### src/hdl/retry_backoff_table_top_macros.svh
// ----------------------------------------------------------------------------
// Retry backoff table assertion macros
// Shared concurrent assertion forms for the retry backoff table.
// ----------------------------------------------------------------------------
`ifndef RETRY_BACKOFF_TABLE_TOP_MACROS_SVH
`define RETRY_BACKOFF_TABLE_TOP_MACROS_SVH

// Same-cycle implication, checked outside reset.
`define RBT_ASSERT_NOW(label, ante, cons, msg) \
  label: assert property (@(posedge clk_i) disable iff (!rst_ni) (ante) |-> (cons)) \
    else $error(msg);

// Next-cycle implication, checked outside reset.
`define RBT_ASSERT_NEXT(label, ante, cons, msg) \
  label: assert property (@(posedge clk_i) disable iff (!rst_ni) (ante) |=> (cons)) \
    else $error(msg);

`endif

### src/hdl/rbt_pkg.sv
// ----------------------------------------------------------------------------
// Retry backoff table package
// Command and status codes, field widths and the word that walks the cells.
// ----------------------------------------------------------------------------
`default_nettype none

package rbt_pkg;

  localparam int unsigned CmdW   = 2;
  localparam int unsigned KeyW   = 16;
  localparam int unsigned LimW   = 8;
  localparam int unsigned BaseW  = 16;
  localparam int unsigned StatW  = 2;
  localparam int unsigned CntW   = 9;
  localparam int unsigned DelayW = 12;

  localparam logic [CntW-1:0]   CountCap = 9'd256;
  localparam logic [DelayW-1:0] DelayCap = 12'd3600;
  // Shift amounts at or above this always exceed the delay cap.
  localparam logic [CntW-1:0]   ShiftMax = 9'd12;

  typedef enum logic [CmdW-1:0] {
    CMD_SET   = 2'd0,
    CMD_INC   = 2'd1,
    CMD_RST   = 2'd2,
    CMD_QUERY = 2'd3
  } cmd_e;

  typedef enum logic [StatW-1:0] {
    ST_OK        = 2'd0,
    ST_NOT_FOUND = 2'd1,
    ST_FULL      = 2'd2,
    ST_EXHAUSTED = 2'd3
  } status_e;

  // Command word as it travels down the cell chain. The limit and base fields
  // carry the request on entry; the owning cell overwrites them with the job's
  // own: the limit on an increment, reset or query, the base on an increment.
  typedef struct packed {
    cmd_e              cmd;
    logic [KeyW-1:0]   key;
    logic [LimW-1:0]   lim;
    logic [BaseW-1:0]  base;
    logic [CntW-1:0]   cnt;
    logic              found;
    logic              appended;
  } tok_t;

endpackage

`default_nettype wire

### src/hdl/rbt_backoff.sv
// ----------------------------------------------------------------------------
// Retry backoff table result stage
// Turns the word leaving the chain into status, count, limit and delay.
// ----------------------------------------------------------------------------
`default_nettype none

module rbt_backoff (
  input  wire rbt_pkg::tok_t         tok_i,
  output rbt_pkg::status_e           status_o,
  output logic [rbt_pkg::CntW-1:0]   cnt_o,
  output logic [rbt_pkg::LimW-1:0]   lim_o,
  output logic [rbt_pkg::DelayW-1:0] delay_o
);
  import rbt_pkg::*;

  localparam int unsigned WideW = BaseW + 11;

  logic [CntW-1:0]  sh;
  logic [WideW-1:0] wide;
  logic [DelayW-1:0] delay_calc;

  // Delay is base * 2^(count-1), capped; the count is at least one here.
  always_comb begin
    sh   = tok_i.cnt - 1'b1;
    wide = {{(WideW-BaseW){1'b0}}, tok_i.base} << sh[3:0];
    if (tok_i.base == '0) begin
      delay_calc = '0;
    end else if (sh >= ShiftMax) begin
      delay_calc = DelayCap;
    end else if (wide > WideW'(DelayCap)) begin
      delay_calc = DelayCap;
    end else begin
      delay_calc = wide[DelayW-1:0];
    end
  end

  always_comb begin
    status_o = ST_OK;
    cnt_o    = tok_i.cnt;
    lim_o    = tok_i.lim;
    delay_o  = '0;
    if (!tok_i.found) begin
      status_o = (tok_i.cmd == CMD_SET) ? ST_FULL : ST_NOT_FOUND;
      cnt_o    = '0;
      lim_o    = '0;
    end else begin
      case (tok_i.cmd)
        CMD_INC: begin
          if (tok_i.cnt > {1'b0, tok_i.lim}) begin
            status_o = ST_EXHAUSTED;
          end else begin
            delay_o = delay_calc;
          end
        end
        CMD_SET, CMD_RST, CMD_QUERY: begin
          status_o = ST_OK;
        end
        default: begin
          status_o = ST_OK;
        end
      endcase
    end
  end

endmodule

`default_nettype wire

### config.mk
export PLATFORM = sky130hd
export DESIGN_NAME = rbt_backoff
export DESIGN_NICKNAME = d
export VERILOG_FILES = /design/src/hdl/retry_backoff_table_top_macros.svh /design/src/hdl/rbt_pkg.sv /design/src/hdl/rbt_backoff.sv
export SDC_FILE = /design/constraint.sdc
export NUM_CORES = 1
export LEC_CHECK = 0
export ABC_AREA = 0
export BUFFER_PORTS_ARGS = -buffer_cell sky130_fd_sc_hd__buf_2
export CAP_MARGIN = 30
export CORE_MARGIN = 2
export CORE_UTILIZATION = 44
export DETAILED_ROUTE_END_ITERATION = 10
export PLACE_DENSITY_LB_ADDON = 0.25
export SLEW_MARGIN = 10
export SYNTH_ARGS = -nofsm -noshare
export SYNTH_HDL_FRONTEND = slang
export SYNTH_SLANG_ARGS = --single-unit
### constraint.sdc
create_clock -name vclk -period 3.1
set_input_delay 0.31 -clock vclk [all_inputs]
set_output_delay 0.31 -clock vclk [all_outputs]
set_load 0.02 [all_outputs]
# ---- After elaboration in Yosys (flattened, before gate mapping)
# Index checks and enable logic that the tools add are counted.
dict set report op_classes {
  n_eq_ne 3
  muxes 12
  reduce_logical 3
  shift 1
  addsub 1
  n_lt_le_gt_ge 3
}
# cell count
set ops {}
lappend ops {{12-bit two-way mux} 6}
lappend ops {{27-bit by 12-bit > comparator with 1-bit output, second input constant} 1}
lappend ops {{16-bit by 4-bit left shift with 27-bit output} 1}
lappend ops {{16-bit zero test} 1}
lappend ops {{9-bit by 4-bit >= comparator with 1-bit output, second input constant} 1}
lappend ops {{9-bit by 8-bit > comparator with 1-bit output} 1}
lappend ops {{9-bit two-way mux} 1}
lappend ops {{9-bit by 1-bit subtractor with 9-bit output, second input constant} 1}
lappend ops {{8-bit two-way mux} 1}
lappend ops {{2-bit two-way mux} 3}
lappend ops {{2-bit == test, second input constant} 2}
lappend ops {{2-bit one-hot mux with 2 select lines} 1}
lappend ops {{3-bit OR reduction} 1}
lappend ops {{2-bit by 1-bit == test with 1-bit output, second input constant} 1}
lappend ops {{2-bit zero test} 1}
dict set report totals {
  out_inout_bits 31
  ff_bits 0
  elab_cells 23
  inputBits 53
}

# ---- Depth between registers and ports, before layout
# Gate-level depths: netlist (run 1).
dict set report logic_depth {
  word_depth 9
  depth_mapped 14
  ltp_nobuf 9
}

# ---- Least setup slack after synthesis (run 1)
# OpenSTA, ideal clock, no wires.
dict set report synth_path {
  path_type {input -> output}
  from {input tok_i[2] in the netlist's numbering}
  to {output delay_o[5] in the netlist's numbering}
  n_path_buf 3
  slack_ns -0.682
  required_time_ns 2.790
  path_stages 11
  arrival_time_ns 3.472
  cell_sequence {buf_6 clkinv_1 ha_1 buf_2 buf_1 mux4_2 nand3_1 o311a_1 a31oi_1 or3_1 nor4_1}
}
dict set report synth_between {
  elab_chain_cells 9
  elab_cells_between_ends 11
  cone_classes {add/sub (1); order compare (3); shift (1); mux (6)}
}
# element line
set synth_lines {}
lappend synth_lines {{start: declaration} rbt_backoff.sv:8} ;# input wire rbt_pkg::tok_t tok_i,
lappend synth_lines {{9-bit by 1-bit subtractor with 9-bit output} rbt_backoff.sv:24} ;# sh = tok_i.cnt - 1'b1;
lappend synth_lines {{16-bit by 4-bit left shift with 27-bit output} rbt_backoff.sv:25} ;# wide = {{(WideW-BaseW){1'b0}}, tok_i.base} << sh[3:0];
lappend synth_lines {{27-bit by 12-bit > comparator with 1-bit output} rbt_backoff.sv:30} ;# end else if (wide > WideW'(DelayCap)) begin
lappend synth_lines {{12-bit two-way mux} rbt_backoff.sv:30}
lappend synth_lines {{12-bit two-way mux} rbt_backoff.sv:28} ;# end else if (sh >= ShiftMax) begin
lappend synth_lines {{12-bit two-way mux} rbt_backoff.sv:26} ;# if (tok_i.base == '0) begin
lappend synth_lines {{12-bit two-way mux *} rbt_backoff.sv:49} ;# if (tok_i.cnt > {1'b0, tok_i.lim}) begin
lappend synth_lines {{12-bit two-way mux *} rbt_backoff.sv:47} ;# case (tok_i.cmd)
lappend synth_lines {{12-bit two-way mux *} rbt_backoff.sv:42} ;# if (!tok_i.found) begin
lappend synth_lines {{end: declaration} rbt_backoff.sv:12} ;# output logic [rbt_pkg::DelayW-1:0] delay_o
# Every way passes the cells marked *; elsewhere a longest branch is shown, timed or not.

# ---- Final worst setup path (run 1)
dict set report layout_path {
  from {input tok_i[2] in the netlist's numbering}
  to {output delay_o[0] in the netlist's numbering}
}
# Same word-level chain as after synthesis.

==> impl_metrics.tcl, run 1 <==
set metrics [dict create \
    fin_crit_sh_pct 101 \
    timing.max_slew.rel_slack_pct 74.1 \
    hold-path-endpoint "status_o[1]" \
    die_area_mm2 0.00409 \
    dr.pass1.iters 4 \
    synth.area.top_cells "sky130_fd_sc_hd__mux4_2 (13%), sky130_fd_sc_hd__ha_1 (7.1%), sky130_fd_sc_hd__and2_1 (6.7%), sky130_fd_sc_hd__a21oi_1 (5.7%), sky130_fd_sc_hd__nor2_1 (5.5%)" \
    n_antenna_cell 0 \
    max_stage_delay_ps 570 \
    period_needed_ps 3140 \
    grt_pass1_wl_um 8630 \
    drive_gt1_share_pct 50.2 \
    failing_checks "negative setup slack" \
    drv.max_cap_violation_count 0 \
    core.rowCount 21 \
    finalSetupViolations 5 \
    worst-path-buf-inv 5 \
    preCtsSetupSlack_ps -160 \
    routability_congestion_estimate_from_global_placement 0.906 \
    core_box_area_mm2 0.00339 \
    floorplan.die.height_um 63.9 \
    worst-slew-pin-transition_ps 388 \
    global_route.overflow_total 0 \
    grt_usage_pct 25.4 \
    area.sequential_um2 0 \
    die_width_um 63.9 \
    buffer_ports.inserted 67 \
    dp.final_hpwl_um 3990 \
    path_cells "buf_8 -> clkinv_8 -> ha_4 -> buf_6 -> mux4_2 -> nand4_1 -> o311ai_2 -> nand3_1 -> a31oi_2 -> buf_4 -> or4_4 -> nor3_2 -> buf_4" \
    mappedNetlistNets 280 \
    netlist.top_cell.by_area "sky130_fd_sc_hd__mux4_2" \
    clock_buffer_count_in_the_final_layout 0 \
    share_seq_of_total_power_pct 0 \
    rsz0062_at_grt "true" \
    timing.critical_path.max_delay_family "simple AND/OR/NAND/NOR gates" \
    hold_path_depth 3 \
    worstHoldPathType "primary input to output pin" \
    final_net_count 387 \
    postRouteWirelength_um 5210 \
    syn_area_per_cell_um2 7.25 \
    power.internal_uw 230 \
    start_util_pct 46.6 \
    crit_path_frequent_cell "sky130_fd_sc_hd__buf_4" \
    postLayoutSetupSlackWorst_ps -35.0 \
    yosysUniqueCellTypes 57 \
    syn_inst 218 \
    seq_cell_count 0 \
    antenna_found_initial 0 \
    synth.most_common_cell "sky130_fd_sc_hd__nor2_1" \
    yosys_warning_count 0 \
    drt_iter0_drc 64 \
    static-leakage-power_nw 1.17 \
    power_density_mw_per_mm2 184 \
    seq_area_frac_synth_pct 0 \
    power.switching_fraction_pct 50.3 \
    critPathArrivalTime_ps 2830 \
    peak_fanout_along_the_critical_path 5 \
    timing.critical_path.required_ps 2790 \
    routedWlPerCell_um 14.1 \
    p_clk_share_pct 0 \
    run_status "finished with violations" \
    vias_in_the_first_global_route 1893 \
    worst_setup_path_start_kind "primary input" \
    drc 0 \
    grt_max_degree 22 \
    antenna_left 0 \
    critPathCaptureType "output pin" \
    slowest_stage "sky130_fd_sc_hd__mux4_2" \
    power.share.combinational_pct 100.0 \
    p_sw_uw 233 \
    routed_via_density 5.70 \
    top_level_ports 84 \
    critPathKind "primary input to output pin" \
    fillCellCount 277 \
    timing.final.max_slew_violations 0 \
    finalPower_uw 464 \
    post-synth-top-area-fraction_pct 12.8 \
    maxClockFrequency_ghz 0.319 \
    synthTopCellsByCount "sky130_fd_sc_hd__nor2_1 (23), sky130_fd_sc_hd__a21oi_1 (18), sky130_fd_sc_hd__and2_1 (17)" \
    worst_ir_drop_vdd_mv 0.0981 \
    worstHoldStart "tok_i[52]" \
    count_of_final_hold_check_violations 0 \
    num_vias 2102 \
    layout-area-overhead-vs-synth_pct 59.3 \
    syn_area_mm2 0.00158 \
]
-- tightest hold or removal path, cell delays in order --
cell,delay [ps]
sky130_fd_sc_hd__buf_2,100
sky130_fd_sc_hd__a21oi_1,40
sky130_fd_sc_hd__buf_2,150
-- kinds of logic after synthesis --
kind of cell / synth area share [%]
compound gates: 25.5
mux: 19.4
fa+ha+maj: 7.13
simple gates: 37.5
xor+xnor: 1.66
buf+inv: 8.79
-- power groups by stage --
stage / Combinational, mW / Clock [mW] / Sequential, mW
after global routing: 0.504 / 0 / 0
after detailed placement: 0.405 / 0 / 0
after global placement: 0.399 / 0 / 0
after floorplan: 0.251 / 0 / 0
final: 0.464 / 0 / 0
after CTS: 0.447 / 0 / 0
-- repair_timing --
item	4_1_cts	5_1_grt
cloned	1	0
gates resized for setup	32	13
pin swaps	16	11
buffers inserted	12	2
hold buffers	0	0
setup endpoints to repair	10	12
-- metal layers --
metal	vias to the layer above	wire length (µm)	GRT usage (%)
li1	1051	-	-
met1	970	2300	34.9
met2	79	2610	45.8
met3	2	266	0.352
met4	0	40	2.17
met5	-	0	0
-- worst max path at each step --
stage                       to  slack [ps]      from  cells after the start
floorplan           delay_o[7]           6  tok_i[2]                     12
global placement    delay_o[7]        -120  tok_i[2]                     11
detailed placement  delay_o[7]        -160  tok_i[2]                     11
CTS                 delay_o[7]         -60  tok_i[2]                     13
global route        delay_o[3]        -130  tok_i[2]                     13
finish              delay_o[0]         -40  tok_i[2]                     13
-- area by class of cell --
cell class         instances  area, µm²  area share [%]
multi-input cells        190       1560            61.9
well taps                 46       57.6            2.29
inverters                 12       57.6            2.29
repair buffers           121        845            33.5
-- stage by stage --
stage                     util [%]  cell area [µm²]  std cells  hold WS [ps]  TNS [ps]
after global placement        66.2             2240        354           908      -891
after global routing          74.3             2520        369           939      -812
after floorplan                  -             1660        218           697         0
after detailed placement      66.2             2240        354           908     -1180
final                         74.3             2520        369           914      -144
after CTS                     72.4             2450        367           912     -68.4
-- placed cells by master (no fill, tap or decap), drive strengths merged, types with 2 or more instances in the layout --
cell type and n:
o21a 5, a21o 2, o211ai 2, mux4 9
nor2b 3, nand4b 2, and2 18, nor3 15
nor2 23, o31ai 3, inv 11, or3 3
nand3 7, o311ai 3, nor4 4, a31oi 3
ha 9, a21oi 18, buf 121, nand4 7
mux2i 7, xor2 2, a221o 2, mux2 3
o21ai 5, or2 2, nand2 12, or4 3
Power figures use the tool's default switching activity.
==> run 2: changes to the inputs <==
--- a/config.mk
+++ b/config.mk
@@ -9,7 +9,7 @@
 export BUFFER_PORTS_ARGS = -buffer_cell sky130_fd_sc_hd__buf_2
 export CAP_MARGIN = 30
 export CORE_MARGIN = 2
-export CORE_UTILIZATION = 44
+export CORE_UTILIZATION = 40
 export DETAILED_ROUTE_END_ITERATION = 10
 export PLACE_DENSITY_LB_ADDON = 0.25
 export SLEW_MARGIN = 10
==> run 2 against run 1 <==
The flow still finishes with violations (negative setup slack); final area is 1.4% lower; count of clock-buffer cells in the layout stayed put; non-clock buffer count is 2 lower; flip-flop and latch count stayed put; first-iteration DRC count is 110% higher; cell count stayed put; largest cell class unchanged.
==> impl_metrics.tcl, run 2 (synthesis results as in run 1) <==
set metrics [dict create \
    n_antenna_cell 0 \
    critPathCaptureType "output pin" \
    routedWlPerCell_um 13.5 \
    post_layout_instance_count_excluding_filler_cells 369 \
    fillCellCount 333 \
    postRouteWirelength_um 4990 \
    seq_cell_count 0 \
    run_status "finished with violations" \
    drt_iter0_drc 132 \
    timing.critical_path.required_ps 2790 \
    buffer_ports.inserted 67 \
    core_box_area_mm2 0.00372 \
    fin_crit_sh_pct 101 \
    cell_area_after_placement_mm2 0.00228 \
    finalPower_uw 452 \
    worst_ir_drop_vdd_mv 0.0959 \
    static-leakage-power_nw 1.15 \
    final_net_count 385 \
    worst_setup_path_start_kind "primary input" \
    fin_tns_setup_ps -61.7 \
    routed_via_density 5.61 \
    antenna_left 0 \
    global_route.overflow_total 0 \
    die_area_mm2 0.00447 \
    core.rowCount 22 \
    rsz0062_at_grt "true" \
    finalHoldWorstSlack_ps 915 \
    post-route-cell-area_mm2 0.00248 \
    postLayoutSetupSlackWorst_ps -34.0 \
    peak_fanout_along_the_critical_path 5 \
    antenna_found_initial 0 \
    start_util_pct 42.5 \
    finalSetupViolations 4 \
    grt_pass1_wl_um 7600 \
    final_core_util_pct 66.8 \
    grt_usage_pct 21.2 \
    floorplan.die.height_um 66.9 \
    numPlacedInstances 360 \
    timing.final.max_slew_violations 0 \
    layout_commonest_cell "sky130_fd_sc_hd__buf_2" \
    worstHoldPathType "primary input to output pin" \
    clock_buffer_count_in_the_final_layout 0 \
    critPathArrivalTime_ps 2820 \
    grt_max_degree 22 \
    layout-area-overhead-vs-synth_pct 57.0 \
    drive_gt1_share_pct 49.5 \
    period_needed_ps 3130 \
    layout.cells.most_common_list "sky130_fd_sc_hd__buf_2 (54), sky130_fd_sc_hd__buf_4 (52), sky130_fd_sc_hd__nor2_1 (22)" \
    count_of_final_hold_check_violations 0 \
    area.sequential_um2 0 \
    worst-slew-pin-transition_ps 474 \
    drc 0 \
    top_level_ports 84 \
    die_width_um 66.9 \
    num_vias 2071 \
    drv.max_cap_violation_count 0 \
    preCtsSetupSlack_ps -183 \
    vias_in_the_first_global_route 1705 \
    routability_congestion_estimate_from_global_placement 0.890 \
    power_density_mw_per_mm2 182 \
    dr.pass1.iters 4 \
    hold_path_depth 3 \
    timing.max_slew.rel_slack_pct 68.0 \
    failing_checks "negative setup slack" \
    dp.final_hpwl_um 3980 \
    critPathKind "primary input to output pin" \
    maxClockFrequency_ghz 0.319 \
]
run 2: cell count changes in the layout (fill, tap and decap cells not counted), sizes merged:
cell and change:
buf -2
run 2: what timing repair did:
item,in CTS,in global routing
gates resized for setup,14,27
cloned,1,0
setup endpoints to repair,11,12
setup buffers,6,3
pin swaps,12,8
hold buffers,0,0
run 2: per-layer routing:
metal  track usage, %  routed length (µm)
met1             31.2                2270
met2             35.9                2400
met3            0.676                 298
met4             1.28                  18
met5                0                   0
run 2: cell type report:
type / instances / area [µm²] / share of cell area (%)
multi-input combinational: 190 / 1540 / 62.2
timing repair buffer: 119 / 820 / 33.0
tap: 48 / 60.1 / 2.42
inverter: 12 / 57.6 / 2.32
run 2: worst max-delay path, stage by stage:
cell and delay (ps):
sky130_fd_sc_hd__buf_8 90, sky130_fd_sc_hd__clkinv_8 40, sky130_fd_sc_hd__ha_4 300, sky130_fd_sc_hd__buf_6 110
sky130_fd_sc_hd__mux4_2 540, sky130_fd_sc_hd__or3_1 330, sky130_fd_sc_hd__o211ai_1 130, sky130_fd_sc_hd__a31oi_2 150
sky130_fd_sc_hd__or4_4 480, sky130_fd_sc_hd__nor3_2 190, sky130_fd_sc_hd__buf_4 160
run 2: final timing paths:
check | from | end | slack, ps
worst max-delay path | tok_i[2] | delay_o[3] | -30
worst min-delay path | tok_i[52] | status_o[1] | 910
run 2: power by group:
group / total (mW) / leakage [nW] / switching, mW / internal (mW)
clock: 0 / 0 / 0 / 0
combinational: 0.452 / 1.15 / 0.228 / 0.223
sequential: 0 / 0 / 0 / 0
total: 0.452 / 1.15 / 0.228 / 0.223
