**config.mk**
```make
export PLATFORM = sky130hd
export DESIGN_NAME = rbt_cell
export DESIGN_NICKNAME = d
export VERILOG_FILES = /design/src/hdl/retry_backoff_table_top_macros.svh /design/src/hdl/rbt_pkg.sv /design/src/hdl/rbt_cell.sv
export SDC_FILE = /design/constraint.sdc
export NUM_CORES = 1
export LEC_CHECK = 0
export ABC_CLOCK_PERIOD_IN_PS = 3350
export BUFFER_PORTS_ARGS = -buffer_cell sky130_fd_sc_hd__buf_2
export CELL_PAD_IN_SITES_DETAIL_PLACEMENT = 1
export CELL_PAD_IN_SITES_GLOBAL_PLACEMENT = 2
export CORE_MARGIN = 2
export CORE_UTILIZATION = 30
export CTS_BUF_LIST = sky130_fd_sc_hd__clkbuf_16
export DETAILED_ROUTE_END_ITERATION = 12
export PLACE_DENSITY_LB_ADDON = 0.12
export SYNTH_ARGS = -nofsm -noshare
export SYNTH_HDL_FRONTEND = slang
export SYNTH_SLANG_ARGS = --single-unit
export TNS_END_PERCENT = 5
```
**constraint.sdc**
```tcl
create_clock -name clk_i -period 3.35 [get_ports clk_i]
set_input_delay 0.335 -clock clk_i [delete_from_list [all_inputs] [get_ports clk_i]]
set_output_delay 0.335 -clock clk_i [all_outputs]
set_load 0.1 [all_outputs]
```
**src/hdl/retry_backoff_table_top_macros.svh**
```systemverilog
// ----------------------------------------------------------------------------
// Retry backoff table assertion macros
// Shared concurrent assertion forms for the retry backoff table.
// ----------------------------------------------------------------------------
`ifndef RETRY_BACKOFF_TABLE_TOP_MACROS_SVH
`define RETRY_BACKOFF_TABLE_TOP_MACROS_SVH

// Same-cycle implication, checked outside reset.
`define RBT_ASSERT_NOW(label, ante, cons, msg) \
  label: assert property (@(posedge clk_i) disable iff (!rst_ni) (ante) |-> (cons)) \
    else $error(msg);

// Next-cycle implication, checked outside reset.
`define RBT_ASSERT_NEXT(label, ante, cons, msg) \
  label: assert property (@(posedge clk_i) disable iff (!rst_ni) (ante) |=> (cons)) \
    else $error(msg);

`endif

```
**src/hdl/rbt_pkg.sv**
```systemverilog
// ----------------------------------------------------------------------------
// Retry backoff table package
// Command and status codes, field widths and the word that walks the cells.
// ----------------------------------------------------------------------------
`default_nettype none

package rbt_pkg;

  localparam int unsigned CmdW   = 2;
  localparam int unsigned KeyW   = 16;
  localparam int unsigned LimW   = 8;
  localparam int unsigned BaseW  = 16;
  localparam int unsigned StatW  = 2;
  localparam int unsigned CntW   = 9;
  localparam int unsigned DelayW = 12;

  localparam logic [CntW-1:0]   CountCap = 9'd256;
  localparam logic [DelayW-1:0] DelayCap = 12'd3600;
  // Shift amounts at or above this always exceed the delay cap.
  localparam logic [CntW-1:0]   ShiftMax = 9'd12;

  typedef enum logic [CmdW-1:0] {
    CMD_SET   = 2'd0,
    CMD_INC   = 2'd1,
    CMD_RST   = 2'd2,
    CMD_QUERY = 2'd3
  } cmd_e;

  typedef enum logic [StatW-1:0] {
    ST_OK        = 2'd0,
    ST_NOT_FOUND = 2'd1,
    ST_FULL      = 2'd2,
    ST_EXHAUSTED = 2'd3
  } status_e;

  // Command word as it travels down the cell chain. The limit and base fields
  // carry the request on entry; the owning cell overwrites them with the job's
  // own: the limit on an increment, reset or query, the base on an increment.
  typedef struct packed {
    cmd_e              cmd;
    logic [KeyW-1:0]   key;
    logic [LimW-1:0]   lim;
    logic [BaseW-1:0]  base;
    logic [CntW-1:0]   cnt;
    logic              found;
    logic              appended;
  } tok_t;

endpackage

`default_nettype wire

```
**src/hdl/rbt_cell.sv**
```systemverilog
// ----------------------------------------------------------------------------
// Retry backoff table cell
// Holds one job slot and passes the command word on to the next cell.
// ----------------------------------------------------------------------------
`default_nettype none

module rbt_cell #(
  parameter int unsigned CellIdx = 0,
  parameter int unsigned IdxW    = 7,
  parameter int unsigned SlotKeyW = 16
) (
  input  wire logic          clk_i,
  input  wire logic          rst_ni,
  input  wire logic [IdxW-1:0] used_i,
  input  wire logic          tok_vld_i,
  input  wire rbt_pkg::tok_t tok_i,
  output logic               tok_vld_o,
  output rbt_pkg::tok_t      tok_o
);
  import rbt_pkg::*;

  localparam logic [IdxW-1:0] MyIdx = IdxW'(CellIdx);

  logic [SlotKeyW-1:0] key_q;
  logic [LimW-1:0]     limit_q;
  logic [BaseW-1:0]    delay_q;
  logic [CntW-1:0]     retries_q;
  logic [CntW-1:0]     retries_d;

  logic  tok_vld_q;
  tok_t  tok_q, tok_d;
  logic  sel, hit, app;
  logic  wr_key, wr_cfg, wr_cnt;

  always_comb begin
    tok_d     = tok_i;
    retries_d = '0;
    wr_key    = 1'b0;
    wr_cfg    = 1'b0;
    wr_cnt    = 1'b0;

    sel = tok_vld_i && !tok_i.found;
    hit = sel && (used_i > MyIdx) && (key_q == tok_i.key[SlotKeyW-1:0]);
    // The first free slot takes a new job when no used slot matched.
    app = sel && (used_i == MyIdx) && (tok_i.cmd == CMD_SET);

    if (hit || app) begin
      tok_d.found    = 1'b1;
      tok_d.appended = app;
      case (tok_i.cmd)
        CMD_SET: begin
          wr_key    = app;
          wr_cfg    = 1'b1;
          wr_cnt    = 1'b1;
          tok_d.cnt = '0;
        end
        CMD_INC: begin
          retries_d  = (retries_q == CountCap) ? retries_q : retries_q + 1'b1;
          wr_cnt     = 1'b1;
          tok_d.cnt  = retries_d;
          tok_d.lim  = limit_q;
          tok_d.base = delay_q;
        end
        CMD_RST: begin
          wr_cnt    = 1'b1;
          tok_d.cnt = '0;
          tok_d.lim = limit_q;
        end
        CMD_QUERY: begin
          tok_d.cnt = retries_q;
          tok_d.lim = limit_q;
        end
        default: begin
          tok_d = tok_i;
        end
      endcase
    end
  end

  always_ff @(posedge clk_i or negedge rst_ni) begin
    if (!rst_ni) begin
      tok_vld_q <= 1'b0;
    end else begin
      tok_vld_q <= tok_vld_i;
    end
  end

  always_ff @(posedge clk_i) begin
    tok_q <= tok_d;
    if (wr_key) begin
      key_q <= tok_i.key[SlotKeyW-1:0];
    end
    if (wr_cfg) begin
      limit_q <= tok_i.lim;
      delay_q <= tok_i.base;
    end
    if (wr_cnt) begin
      retries_q <= retries_d;
    end
  end

  assign tok_vld_o = tok_vld_q;
  assign tok_o     = tok_q;

endmodule

`default_nettype wire

```
## Word-level counts from Yosys, hierarchy flattened

Cells that the tools add are included.
W data, S select, Z words.

- Register bits after elaboration: 103
- Logic and storage cells: 43
- Input bits: 63
- Output and inout bits: 54

- $lt $le $gt $ge: 1
- Reduce and logical (&&, ||, !) cells: 13
- $add $sub $neg: 1
- Eq/ne operators: 5
- Muxes and demuxes: 11

Operators with widths:

| cell | count |
|---|---|
| $mux W35 | 1 |
| $pmux W9 S3 | 1 |
| $eq A16 B16 Y1 | 1 |
| $mux W16 | 1 |
| $add A9 B1 Y9 const B | 1 |
| $eq A9 B9 Y1 const B | 1 |
| $mux W9 | 1 |
| $mux W8 | 1 |
| $gt A7 B1 Y1 const B | 1 |
| $logic_not A7 Y1 | 1 |
| $mux W1 | 6 |
| $reduce_or A3 Y1 | 2 |
| $logic_and A1 B1 Y1 | 5 |
| $eq A2 B2 Y1 const B | 2 |
| $eq A2 B1 Y1 const B | 1 |
| $logic_not A2 Y1 | 1 |
| $reduce_and A2 Y1 | 1 |
| $reduce_or A2 Y1 | 1 |
| $logic_not A1 Y1 | 1 |
| $logic_or A1 B1 Y1 | 1 |

## Longest topological paths before layout

Gate-level depths: netlist of the first run.

- Word-level depth: 6
- Depth in mapped cells: 7
- Gate-level depth less buffers: 6

## Worst setup path before layout of the first run

No wires, ideal clock.

- Path kind: input -> register
- From: in used_i[2]
- To: reg delay_q[0], enable pin
- Buffers on the path: 2
- Slack: 0.223 ns
- Required time: 2.938 ns
- Setup time: 0.412 ns
- Stages: 6
- Arrival time: 2.715 ns
- Cells stage by stage: nor4_1 > nand2_1 > or4_1 > clkbuf_1 > clkbuf_1 > a21boi_1

- Cells in the longest elaborated chain, start to end: 5
- Elaborated cells on any way between the ends: 8
- Those cells by class: order compare (1); mux (1); reduce/logical (6)

RTL lines:

| item | RTL line | RTL |
|---|---|---|
| from (decl) | rbt_cell.sv:14 | `input wire logic [IdxW-1:0] used_i,` |
| $gt A7 B1 Y1 or $logic_not A7 Y1 (tied branches) | rbt_cell.sv:43, rbt_cell.sv:45 |  |
| $logic_and A1 B1 Y1, on equally long branches (2 in a row) | rbt_cell.sv:43, rbt_cell.sv:45 |  |
| $logic_or A1 B1 Y1 * | rbt_cell.sv:47 | `if (hit \|\| app) begin` |
| $mux W1 * | rbt_cell.sv:47 |  |
| net wr_cfg | rbt_cell.sv:33 | `logic wr_key, wr_cfg, wr_cnt;` |
| to (signal assigned) | rbt_cell.sv:95 | `delay_q <= tok_i.base;` |
| to (decl) | rbt_cell.sv:26 | `logic [BaseW-1:0] delay_q;` |

The timed path passes the listed nets; every way through them passes the cells marked *.
A chain may end at the register's enable or synchronous reset.

## Final worst setup path of the first run

- From: reg key_q[7]
- To: reg delay_q[12], enable pin

- Cells in the longest elaborated chain, start to end: 4

RTL lines:

| item | RTL line | RTL |
|---|---|---|
| from (decl) | rbt_cell.sv:24 | `logic [SlotKeyW-1:0] key_q;` |
| from (signal assigned) | rbt_cell.sv:91 | `key_q <= tok_i.key[SlotKeyW-1:0];` |
| $eq A16 B16 Y1 | rbt_cell.sv:43 | `hit = sel && (used_i > MyIdx) && (key_q == tok_i.key[SlotKeyW-1:0]);` |
| $logic_and A1 B1 Y1 | rbt_cell.sv:43 |  |
| $logic_or A1 B1 Y1 | rbt_cell.sv:47 |  |
| $mux W1 | rbt_cell.sv:47 |  |
| net wr_cfg | rbt_cell.sv:33 |  |

The timed path passes the listed nets, and every way through them passes these cells.

==> results of run 1 <==
## cells in the mapped netlist, types with 3 or more instances
cell and number:
mux2_4 8, nand3_1 5, xnor2_1 6, mux2i_1 9, edfxtp_1 49, nor4_2 3, dfxtp_1 53, xor2_1 23
nor4_1 4, clkbuf_1 8, inv_1 4, mux2_2 17, nand2_1 22, nor3_1 8, nor2_1 6
## area by class of cell
cell class                 count  area, sq um
clock buffer                   9          225
clock inverter                 7         42.5
fill                        1319         7330
inverter                       4         15.0
multi-input combinational    141         1150
sequential                   103         2560
tap                          168          210
timing repair buffer         122          628
## stage by stage
step | cells | cell area [sq um] | hold WS (ps) | power [uW]
after floorplan | 259 | 3780 | 39.4 | 1680
after global routing | 554 | 4830 | 102 | 2800
after CTS | 554 | 4830 | 105 | 2740
after detailed placement | 537 | 4550 | 113 | 1770
after global placement | 537 | 4550 | 110 | 1770
final | 554 | 4830 | 120 | 2680
## state kept, by name, indices dropped and copies added, names as in the netlist
| name | count |
|---|---|
| tok_vld_o | 1 |
| key_q | 16 |
| delay_q | 16 |
| tok_o | 53 |
| retries_q | 9 |
| limit_q | 8 |
## placed cells by master, fill, tap and decap left out, types with 6 or more instances in the layout
cell       instances
mux2_2            17
buf_2            116
nor2_1             6
edfxtp_1          49
nand2_1           22
mux2_4             8
mux2i_1            9
dfxtp_1           53
xnor2_1            6
inv_1              6
xor2_1            23
nor3_1             8
clkbuf_16          9
## per-layer routing
| layer | global-route usage | routed length (um) | vias to the layer above |
|---|---|---|---|
| li1 | - | - | 1171 |
| met1 | 0.144 | 3360 | 1148 |
| met2 | 0.209 | 4100 | 53 |
| met3 | 0.0503 | 397 | 7 |
| met4 | 0.0476 | 112 | 0 |
| met5 | 0 | 0 | - |
## cells by family (layout without fill, tap and decap cells)
logic type,Yosys count,in the layout,synth area share
compound gates,13,13,0.0242
xor+xnor,29,29,0.0672
fa+ha+maj,2,2,0.00662
buf+inv,15,142,0.0199
flops,103,103,0.677
mux,34,34,0.106
simple gates,63,63,0.0987
## report_power, final
part           leakage (uW)  switching (uW)  internal (uW)  total [uW]
logic              0.000995             308           73.9         381
clock network      0.000140             445            499         945
registers          0.000923            7.70           1350        1360
## worst max-delay path, delay by kind of cell (launching register included)
kind	cells	cell delay, ps
and+or+nand+nor	3	1100
xor gates and xnor gates	1	160
buffers and inverters	1	320
AOI/OAI and AO/OA	1	190
DFF	1	380
## how the worst max path moves through the flow
| stage | from | end | slack, ps | depth (start not counted) |
|---|---|---|---|---|
| 2_1_floorplan | used_i[2] | delay_q[0] | 220 | 6 |
| 3_3_place_gp | tok_i[42] | delay_q[6] | 730 | 7 |
| 3_5_place_dp | tok_i[49] | delay_q[6] | 700 | 7 |
| 4_1_cts | key_q[7] | delay_q[12] | 810 | 6 |
| 5_1_grt | key_q[7] | delay_q[12] | 700 | 6 |
| 6_report | key_q[7] | delay_q[12] | 850 | 6 |
==> metrics.json, run 1 <==
{
  "timing": {
    "fmax_mhz": 401,
    "grt_setup_unrepaired": "no",
    "final-max-slew-violation-count": 0,
    "skew_ps": 7.61,
    "finalCritPeriodShare": 0.745,
    "totalNegativeSetupSlack_ps": 0,
    "hold_viol": 0,
    "timing.final.setup_violations": 0,
    "timing_worst_slew_pin_value_ps": 626,
    "finalWorstSetupSlack_ps": 854,
    "slew-limit-headroom": 0.579,
    "period_needed_ps": 2500
  },
  "worst_setup_path": {
    "crit_path_cell_trace": "xor2_1 > nor4_2 > nand4_2 > or2_2 > a21boi_2 > buf_4",
    "critPathArrivalTime_ps": 2510,
    "r2r_cells": 6,
    "crit-reg2reg-capture": "delay_q[12]",
    "max_stage_delay_on_crit_path_ps": 560,
    "r2r-start": "key_q[7]",
    "timing.critical_path.slowest_stage_cell": "or2_2",
    "timing.critical_path.fanout_max": 24,
    "required_ps": 3360,
    "cp-end-kind": "flip-flop",
    "timing.reg2reg.setup_slack_ps": 850,
    "start_kind": "flip-flop",
    "criticalPathCategory": "reg2reg"
  },
  "logic_synthesis": {
    "primary_flip_flop_cell_chosen_by_synthesis_mapping": "dfxtp_1",
    "syn_area_per_cell_sq_um": 14.6,
    "synth_largest_area_cell": "edfxtp_1",
    "ys_async_rst_share": 0.00971,
    "synthesis.yosys.warnings": 0,
    "synthesis.nets": 324,
    "yosys_register_bits": 103,
    "ys_seq_area_frac": 0.677,
    "synth_enable_flop_cells": 49,
    "syn_inst": 259,
    "yosys-top-cells-area": "edfxtp_1, dfxtp_1, xor2_1",
    "synthDistinctLibCells": 41,
    "synthesis.area_sq_um": 3780,
    "synth_top_area_share": 0.390
  },
  "worst_hold_path": {
    "holdCritPathClass": "in2reg",
    "min_to": "tok_o[49]",
    "min-delay-start": "tok_i[49]",
    "hold-path-cell-count": 1
  },
  "clock_network": {
    "clkSlewWorstSetupHoldPaths_ps": 70,
    "tritoncts_buffers": 9,
    "clock_tree.htree_level_count": 3,
    "root_buffer": "clkbuf_16",
    "tritoncts_num_sinks": 103,
    "worstSkewPairLatency_ps": 350,
    "cts_tree": "built",
    "cts_repair_resize_count": 0,
    "post_cts.repair.setup_buffers": 0,
    "cts_max_path_buffers": 2,
    "cts_hold_fix_bufs": 1
  },
  "detailed_routing": {
    "ant_nets": 0,
    "routed_wl_um": 7970,
    "drt-initial-drc-count": 75,
    "vias_per_cell": 4.29,
    "vias": 2379,
    "drt-pass1-iter-count": 4,
    "route.detailed.drc": 0,
    "detail_route.wl_per_cell_um": 14.4
  },
  "grt": {
    "antenna_violations_before_repair": 0,
    "global_route.usage.total": 0.125,
    "grt_pass1_vias": 2426,
    "grt_remaining_overflow": 0,
    "grt_pass1_wl_um": 12400,
    "grt_max_degree": 25
  },
  "die": {
    "die_y_um": 116,
    "total_core_area_sq_um": 12200,
    "floorplan.initialDensity": 0.311,
    "fp.dieArea_sq_um": 13500,
    "fp-row-count": 40,
    "die_width_um": 116,
    "top_level_ports": 117
  },
  "place": {
    "place.detailed.hpwl_um": 5710,
    "pre_cts_worst_setup_slack_ps": 703,
    "final_weighted_congestion_in_routability_driven_placement": 0.735,
    "io_buffer_count": 116
  },
  "finish": {
    "nets": 446,
    "n_antenna_cell": 0,
    "area.growth.synth_to_final_pct": 27.8,
    "drive_above_1_share": 0.443,
    "fin_util": 0.397
  },
  "power_and_ir_drop": {
    "worst_ir_drop_vdd_mv": 0.362,
    "power_density_of_the_placed_cells_nw_per_um2": 556,
    "power_leakage_uw": 0.00206
  },
  "job": {
    "maxCapViolations": 0
  },
  "run_status": {
    "outcome": "finished, final reports clean"
  }
}
Power figures use the tool's default switching activity.
==> inputs of run 2 (changes only) <==
--- a/config.mk
+++ b/config.mk
@@ -5,12 +5,13 @@
 export SDC_FILE = /design/constraint.sdc
 export NUM_CORES = 1
 export LEC_CHECK = 0
-export ABC_CLOCK_PERIOD_IN_PS = 3350
+export ABC_AREA = 1
+export ABC_CLOCK_PERIOD_IN_PS = 2200
 export BUFFER_PORTS_ARGS = -buffer_cell sky130_fd_sc_hd__buf_2
 export CELL_PAD_IN_SITES_DETAIL_PLACEMENT = 1
 export CELL_PAD_IN_SITES_GLOBAL_PLACEMENT = 2
 export CORE_MARGIN = 2
-export CORE_UTILIZATION = 30
+export CORE_UTILIZATION = 27
 export CTS_BUF_LIST = sky130_fd_sc_hd__clkbuf_16
 export DETAILED_ROUTE_END_ITERATION = 12
 export PLACE_DENSITY_LB_ADDON = 0.12
==> constraint.sdc (replaced) <==
create_clock -name clk_i -period 2.2 [get_ports clk_i]
set_input_delay 0.22 -clock clk_i [delete_from_list [all_inputs] [get_ports clk_i]]
set_output_delay 0.22 -clock clk_i [all_outputs]
set_load 0.1 [all_outputs]
==> metrics.json, run 2 <==
{
  "logic_synthesis": {
    "synth_compound_area_frac": {"value": 0.0230, "change": "-0.00114"},
    "synthAdderAreaFrac": {"value": 0.00591, "change": "-0.000716"},
    "synth_common_cells": "nand2_1, dfxtp_1, edfxtp_1",
    "synthesis.nets": {"value": 547, "change": "+69%"},
    "synthesis.yosys.warnings": {"value": 0, "change": "unchanged"},
    "ys_seq_area_frac": {"value": 0.604, "change": "-0.0732"},
    "synthesis.area": {"value": 4240, "unit": "sq um", "change": "+12%"},
    "yosys-top-cells-area": "edfxtp_1, dfxtp_1, nand2_1",
    "primary_flip_flop_cell_chosen_by_synthesis_mapping": "dfxtp_1",
    "synth_xor_xnor_area_share": {"value": 0.00827, "change": "-0.0590"},
    "synth_top_area_share": {"value": 0.347, "change": "-0.0421"},
    "yosys_register_bits": {"value": 103, "change": "unchanged"},
    "syn_area_per_cell": {"value": 8.79, "unit": "sq um", "change": "-40%"},
    "syn_inst": {"value": 482, "change": "+86%"},
    "synthMostInstantiatedCell": "nand2_1",
    "muxShareOfSynthArea": {"value": 0.0213, "change": "-0.0851"},
    "synthDistinctLibCells": {"value": 25, "change": "-39%"},
    "synth_largest_area_cell": "edfxtp_1",
    "synth_enable_flop_cells": {"value": 49, "change": "unchanged"},
    "ys_async_rst_share": {"value": 0.00971, "change": "unchanged"},
    "post_synth_and_or_nand_nor_area_fraction": {"value": 0.278, "change": "+0.179"},
    "synth_top_family_by_area": "simple AND/OR/NAND/NOR gates"
  },
  "finish": {
    "drive_above_1_share": {"value": 0.256, "change": "-0.187"},
    "fin_util": {"value": 0.360, "change": "-0.0366"},
    "finalNonFillerCells": {"value": 830, "change": "+50%"},
    "nets": {"value": 678, "change": "+52%"},
    "final_design_area_no_fill": {"value": 5500, "unit": "sq um", "change": "+14%"},
    "commonest_non_fill_non_tap_cells_in_the_layout": "nand2_1, buf_2, dfxtp_1, edfxtp_1, inv_1",
    "area.growth.synth_to_final_pct": 29.8,
    "largest_reg_flops": {"value": 53, "change": "unchanged"},
    "most_frequent_standard_cell_in_the_layout_excluding_fill_and_tap_cells": "nand2_1"
  },
  "place": {
    "place.detailed.hpwl": {"value": 8190, "unit": "um", "change": "+44%"},
    "placed_cell_area": {"value": 5100, "unit": "sq um", "change": "+12%"},
    "final_weighted_congestion_in_routability_driven_placement": {"value": 0.796, "change": "+8.2%"},
    "io_buffer_count": {"value": 116, "change": "unchanged"},
    "dpl.cell_count": {"value": 806, "change": "+50%"}
  },
  "grt": {
    "global_route.usage.total": {"value": 0.147, "change": "+0.0228"},
    "grt_pass1_vias": {"value": 3639, "change": "+50%"},
    "grt_remaining_overflow": {"value": 0, "change": "unchanged"},
    "grt_max_degree": {"value": 34, "change": "+36%"},
    "grt_pass1_wl": {"value": 18900, "unit": "um", "change": "+52%"},
    "antenna_violations_before_repair": {"value": 0, "change": "unchanged"}
  },
  "timing": {
    "timing.final.setup_violations": {"value": 0, "change": "unchanged"},
    "period_needed_ps": 1960,
    "grt_setup_unrepaired": "no",
    "fmax_mhz": 510,
    "totalNegativeSetupSlack": {"value": 0, "unit": "ps", "change": "unchanged"},
    "final-max-slew-violation-count": {"value": 0, "change": "unchanged"},
    "hold_viol": {"value": 0, "change": "unchanged"},
    "slew-limit-headroom": {"value": 0.587, "change": "+0.00831"},
    "skew": {"value": 9.64, "unit": "ps", "change": "+2.03 ps"},
    "timing_worst_slew_pin_value": {"value": 615, "unit": "ps", "change": "-10.5 ps"},
    "finalCritPeriodShare": 0.891
  },
  "clock_network": {
    "worstSkewPairLatency": {"value": 360, "unit": "ps", "change": "about the same"},
    "clock_tree.htree_level_count": {"value": 3, "change": "unchanged"},
    "post_cts.repair.setup_buffers": {"value": 0, "change": "unchanged"},
    "cts_tree": "built",
    "root_buffer": "clkbuf_16",
    "clkSlewWorstSetupHoldPaths": {"value": 70, "unit": "ps", "change": "about the same"},
    "cts_max_path_buffers": {"value": 2, "change": "unchanged"},
    "tritoncts_num_sinks": {"value": 103, "change": "unchanged"},
    "tritoncts_buffers": {"value": 9, "change": "unchanged"}
  },
  "job": {
    "maxCapViolations": {"value": 0, "change": "unchanged"}
  },
  "run_status": {
    "outcome": "finished, final reports clean"
  },
  "worst_setup_path": {
    "critPathArrivalTime": {"value": 2000, "unit": "ps", "change": "-510 ps"},
    "timing.critical_path.fanout_max": {"value": 18, "change": "-25%"},
    "required": {"value": 2240, "unit": "ps", "change": "-1120 ps"},
    "criticalPathCategory": "in2reg",
    "start_kind": "input pin",
    "cp-end-kind": "flip-flop"
  },
  "die": {
    "top_level_ports": {"value": 117, "change": "unchanged"},
    "die_y": {"value": 129, "unit": "um", "change": "+11%"},
    "total_core_area": {"value": 15300, "unit": "sq um", "change": "+25%"},
    "fp-row-count": {"value": 45, "change": "+13%"},
    "floorplan.initialDensity": {"value": 0.278, "change": "-0.0330"},
    "die_width": {"value": 129, "unit": "um", "change": "+11%"},
    "fp.dieArea": {"value": 16700, "unit": "sq um", "change": "+24%"}
  },
  "power_and_ir_drop": {
    "power_density_of_the_placed_cells": {"value": 804, "unit": "nW/um^2", "change": "+45%"},
    "power_leakage": {"value": 0.00264, "unit": "uW", "change": "+28%"},
    "worst_ir_drop_vdd": {"value": 0.339, "unit": "mV", "change": "-6.3%"}
  },
  "detailed_routing": {
    "drt-pass1-iter-count": {"value": 4, "change": "unchanged"},
    "routed_wl": {"value": 11600, "unit": "um", "change": "+45%"},
    "detail_route.wl_per_cell": {"value": 14.0, "unit": "um", "change": "-2.9%"},
    "drt-initial-drc-count": {"value": 146, "change": "+95%"},
    "vias": {"value": 3524, "change": "+48%"},
    "ant_nets": {"value": 0, "change": "unchanged"},
    "vias_per_cell": {"value": 4.25, "change": "-1.1%"},
    "route.detailed.drc": {"value": 0, "change": "unchanged"}
  },
  "worst_hold_path": {
    "holdCritPathClass": "in2reg"
  }
}
[run 2: cell types whose count changed after synthesis, moves of 19 or more]
cell     previous run  this run
xor2_1             23         4
inv_1               4        44
nand3_1             5        45
nor2_1              6        30
nand2_1            22       198
[run 2: layout make-up]
type	count	area [sq um]
Antenna cell	1	2.50
Tap cell	211	264
Sequential cell	103	2560
Clock buffer	10	250
Fill cell	1822	9760
Timing Repair Buffer	135	741
Inverter	45	169
Multi-Input combinational cell	319	1460
Clock inverter	6	58.8
[run 2: what timing repair did]
action,4_1_cts,5_1_grt
setup endpoints to repair,0,32
hold buffers,7,0
gates resized for setup,0,2
endpoints found under the hold margin,7,0
[run 2: worst max-delay path, cell delays in order]
cell,delay (ps)
dlygate4sd3_1,530
buf_2,140
nand2_1,110
nand2_1,60
nor2_1,110
nand2_1,60
nor2_1,130
nand3_2,170
a21boi_4,170
buf_4,290
[run 2: through the flow]
stage               hold WS [ps]  power [uW]  setup slack [ps]
global placement            10.6        2760               200
floorplan                  -75.6        2600               211
detailed placement          10.0        2770               160
global route                7.69        4590              83.3
CTS                         4.20        4490               128
finish                      12.0        4420               240
[run 2: path summary, 6_finish.rpt]
check | from | to | slack (ps) | cells past startpoint
setup / recovery | tok_i[38] | limit_q[0] | 240 | 10
hold reg to reg | delay_q[10] | tok_o[21] | 540 | 4
setup reg to reg | key_q[5] | limit_q[0] | 290 | 8
min in group asynchronous | rst_ni | tok_vld_o | 190 | 2
hold / removal | tok_i[35] | tok_o[35] | 10 | 1
max in group asynchronous | rst_ni | tok_vld_o | 1910 | 2
[run 2: per-layer routing]
layer / vias up / global-route usage / wire length (um)
li1: 1795 / - / -
met1: 1649 / 0.194 / 5620
met2: 70 / 0.235 / 5250
met3: 10 / 0.0388 / 561
met4: 0 / 0.0518 / 157
met5: - / 0 / 0
[run 2: where the power goes]
part,switching [uW],internal (uW)
sequential,13.4,2050
clock,743,947
combinational,531,134
total,1290,3130
[run 2: logic make-up after synthesis]
logic type	count (synthesis)
flops	103
fa+ha+maj	2
mux	8
xor+xnor	4
buf+inv	60
compound gates	19
simple gates	286
==> inputs of run 3 (changes only) <==
--- a/config.mk
+++ b/config.mk
@@ -10,11 +10,13 @@
 export BUFFER_PORTS_ARGS = -buffer_cell sky130_fd_sc_hd__buf_2
 export CELL_PAD_IN_SITES_DETAIL_PLACEMENT = 1
 export CELL_PAD_IN_SITES_GLOBAL_PLACEMENT = 2
+export CORE_ASPECT_RATIO = 0.5
 export CORE_MARGIN = 2
 export CORE_UTILIZATION = 27
 export CTS_BUF_LIST = sky130_fd_sc_hd__clkbuf_16
 export DETAILED_ROUTE_END_ITERATION = 12
 export PLACE_DENSITY_LB_ADDON = 0.12
+export RECOVER_POWER = 100
 export SYNTH_ARGS = -nofsm -noshare
 export SYNTH_HDL_FRONTEND = slang
 export SYNTH_SLANG_ARGS = --single-unit
==> metrics.json, run 3 (synthesis gave the netlist of run 2 again) <==
{
  "run_status": {
    "outcome": "finished, final reports clean"
  },
  "timing": {
    "timing.final.setup_violations": {"value": 0, "change": "unchanged"},
    "hold_viol": {"value": 0, "change": "unchanged"},
    "totalNegativeSetupSlack": {"value": 0, "unit": "ps", "change": "unchanged"},
    "slew-limit-headroom": {"value": 0.209, "change": "-0.378"},
    "final-max-slew-violation-count": {"value": 0, "change": "unchanged"},
    "fmax": {"value": 516, "unit": "MHz", "change": "+1.2%"},
    "period_needed": {"value": 1940, "unit": "ps", "change": "-24.1 ps"},
    "finalCritPeriodShare": {"value": 0.880, "change": "-0.0110"},
    "timing_worst_slew_pin_value": {"value": 1190, "unit": "ps", "change": "+576 ps"},
    "grt_setup_unrepaired": "no",
    "skew": {"value": 11.1, "unit": "ps", "change": "+1.51 ps"}
  },
  "clock_network": {
    "worstSkewPairLatency": {"value": 350, "unit": "ps", "change": "about the same"},
    "tritoncts_buffers": {"value": 9, "change": "unchanged"},
    "clkSlewWorstSetupHoldPaths": {"value": 70, "unit": "ps", "change": "about the same"},
    "cts_tree": "built",
    "tritoncts_num_sinks": {"value": 103, "change": "unchanged"},
    "root_buffer": "clkbuf_16",
    "clock_tree.htree_level_count": {"value": 3, "change": "unchanged"},
    "cts_max_path_buffers": {"value": 2, "change": "unchanged"}
  },
  "worst_setup_path": {
    "required": {"value": 2260, "unit": "ps", "change": "+20 ps"},
    "start_kind": "input pin",
    "timing.reg2reg.setup_slack": {"value": 430, "unit": "ps", "change": "+140 ps"},
    "crit-reg2reg-capture": "retries_q[3]",
    "r2r-start": "key_q[0]",
    "criticalPathCategory": "in2reg",
    "max_stage_delay_on_crit_path": {"value": 520, "unit": "ps", "change": "about the same"},
    "timing.critical_path.fanout_max": {"value": 10, "change": "-8"},
    "cp-end-kind": "flip-flop",
    "critPathArrivalTime": {"value": 2000, "unit": "ps", "change": "about the same"},
    "crit_path_cell_trace": "dlygate4sd3_1 > clkbuf_1 > inv_1 > nor2_2 > nand2_1 > nor2_1 > nand2_1 > nor2_1 > nand3_2 > buf_4 > a21oi_2 > buf_4",
    "r2r_cells": {"value": 9, "change": "+1"},
    "timing.critical_path.slowest_stage_cell": "dlygate4sd3_1"
  },
  "finish": {
    "nets": {"value": 673, "change": "-0.74%"},
    "commonest_non_fill_non_tap_cells_in_the_layout": "nand2_1, clkbuf_1, dfxtp_1, edfxtp_1, inv_1",
    "fin_util": {"value": 0.345, "change": "-0.0149"},
    "final_design_area_no_fill": {"value": 5310, "unit": "sq um", "change": "-3.4%"},
    "drive_above_1_share": {"value": 0.0995, "change": "-0.156"},
    "largest_reg_flops": {"value": 53, "change": "unchanged"},
    "area.growth.synth_to_final_pct": 25.4,
    "filler_cell_count": {"value": 1897, "change": "+4.1%"},
    "finalNonFillerCells": {"value": 818, "change": "-1.4%"},
    "most_frequent_standard_cell_in_the_layout_excluding_fill_and_tap_cells": "nand2_1"
  },
  "power_and_ir_drop": {
    "worst_ir_drop_vdd": {"value": 0.300, "unit": "mV", "change": "-12%"},
    "power_leakage": {"value": 0.00235, "unit": "uW", "change": "-11%"},
    "finalPower": {"value": 4400, "unit": "uW", "change": "-0.52%"},
    "power_density_of_the_placed_cells": {"value": 828, "unit": "nW/um^2", "change": "+3.0%"}
  },
  "job": {
    "maxCapViolations": {"value": 0, "change": "unchanged"}
  },
  "grt": {
    "grt_remaining_overflow": {"value": 0, "change": "unchanged"},
    "global_route.usage.total": {"value": 0.147, "change": "-0.000246"},
    "antenna_violations_before_repair": {"value": 0, "change": "unchanged"},
    "grt_pass1_vias": {"value": 3585, "change": "-1.5%"},
    "grt_max_degree": {"value": 34, "change": "unchanged"},
    "grt_pass1_wl": {"value": 18900, "unit": "um", "change": "+0.26%"}
  },
  "detailed_routing": {
    "drt-pass1-iter-count": {"value": 4, "change": "unchanged"},
    "ant_nets": {"value": 0, "change": "unchanged"},
    "route.detailed.drc": {"value": 0, "change": "unchanged"},
    "routed_wl": {"value": 11500, "unit": "um", "change": "-0.46%"},
    "drt-initial-drc-count": {"value": 129, "change": "-12%"},
    "detail_route.wl_per_cell": {"value": 14.1, "unit": "um", "change": "+1.0%"},
    "vias_per_cell": {"value": 4.25, "change": "+0.17%"},
    "vias": {"value": 3479, "change": "-1.3%"}
  },
  "worst_hold_path": {
    "min_to": "tok_o[43]",
    "holdCritPathClass": "in2reg",
    "hold-path-cell-count": {"value": 1, "change": "unchanged"},
    "min-delay-start": "tok_i[43]"
  },
  "place": {
    "io_buffer_count": {"value": 116, "change": "unchanged"},
    "place.detailed.hpwl": {"value": 8180, "unit": "um", "change": "-0.16%"},
    "final_weighted_congestion_in_routability_driven_placement": {"value": 0.712, "change": "-10%"},
    "placed_cell_area": {"value": 5090, "unit": "sq um", "change": "-0.22%"},
    "dpl.cell_count": {"value": 798, "change": "-0.99%"}
  },
  "die": {
    "total_core_area": {"value": 15400, "unit": "sq um", "change": "+0.76%"},
    "die_width": {"value": 181, "unit": "um", "change": "+40%"},
    "fp.dieArea": {"value": 16800, "unit": "sq um", "change": "+0.36%"},
    "fp-row-count": {"value": 32, "change": "-29%"},
    "top_level_ports": {"value": 117, "change": "unchanged"},
    "floorplan.initialDensity": {"value": 0.275, "change": "-0.00210"},
    "die_y": {"value": 92.6, "unit": "um", "change": "-28%"}
  }
}
[run 3: cell types whose count changed in the layout (fill, tap and decap cells not counted), moves of 2 or more]
cell,previous run,this run
clkbuf_2,0,2
buf_2,116,19
buf_4,12,8
clkbuf_1,0,98
dlygate4sd3_1,7,2
[run 3: where the power goes]
group,internal (uW),switching (uW)
Combinational,100,529
Sequential,2050,14.0
Clock,988,712
[run 3: how the worst max path moves through the flow]
stage                     startpoint            to  slack (ps)  depth (start not counted)
final                      tok_vld_i  retries_q[3]         260                         12
after global routing       tok_vld_i  retries_q[6]          60                         12
after CTS                  tok_vld_i  retries_q[0]         150                         12
after detailed placement    tok_i[1]  retries_q[3]         300                         10
after global placement      tok_i[1]  retries_q[0]         370                         10
after floorplan             key_q[5]    delay_q[0]         210                          7
[run 3: what timing repair did]
item                                   4_1_cts  5_1_grt
buffers inserted                             0        0
endpoints found under the hold margin        2        0
setup endpoints to repair                    0        9
hold buffers                                 2        0
gates resized for setup                      0        4
[run 3: area by class of cell]
| type | instances | area, sq um | share of cell area |
|---|---|---|---|
| flip-flops and latches | 103 | 2560 | 0.482 |
| multi-input cells | 319 | 1440 | 0.271 |
| repair buffers | 130 | 573 | 0.108 |
| well taps | 204 | 255 | 0.0481 |
| clock buffers | 9 | 225 | 0.0424 |
| inverters | 45 | 169 | 0.0318 |
| clock inverters | 7 | 86.3 | 0.0163 |
| diodes | 1 | 2.50 | 0.000471 |
[run 3: critical path: cells and delay by family]
family | cells | cell delay [ps]
buf+inv | 5 | 1040
compound gates | 1 | 140
simple gates | 6 | 570
[run 3: routing by layer]
layer  vias to the layer above  track usage  routed length (um)
li1                       1785            -                   -
met1                      1617        0.200                5760
met2                        68        0.229                5160
met3                         9       0.0464                 509
met4                         0       0.0346                  93
met5                         -            0                   0
[run 3: per-stage QoR]
step / worst slack (ps) / hold WS (ps)
5_1_grt: 62.9 / 44.3
3_5_place_dp: 303 / -3.77
3_3_place_gp: 369 / -5.36
2_1_floorplan: 211 / -75.6
6_report: 264 / 42.7
4_1_cts: 149 / 0.469
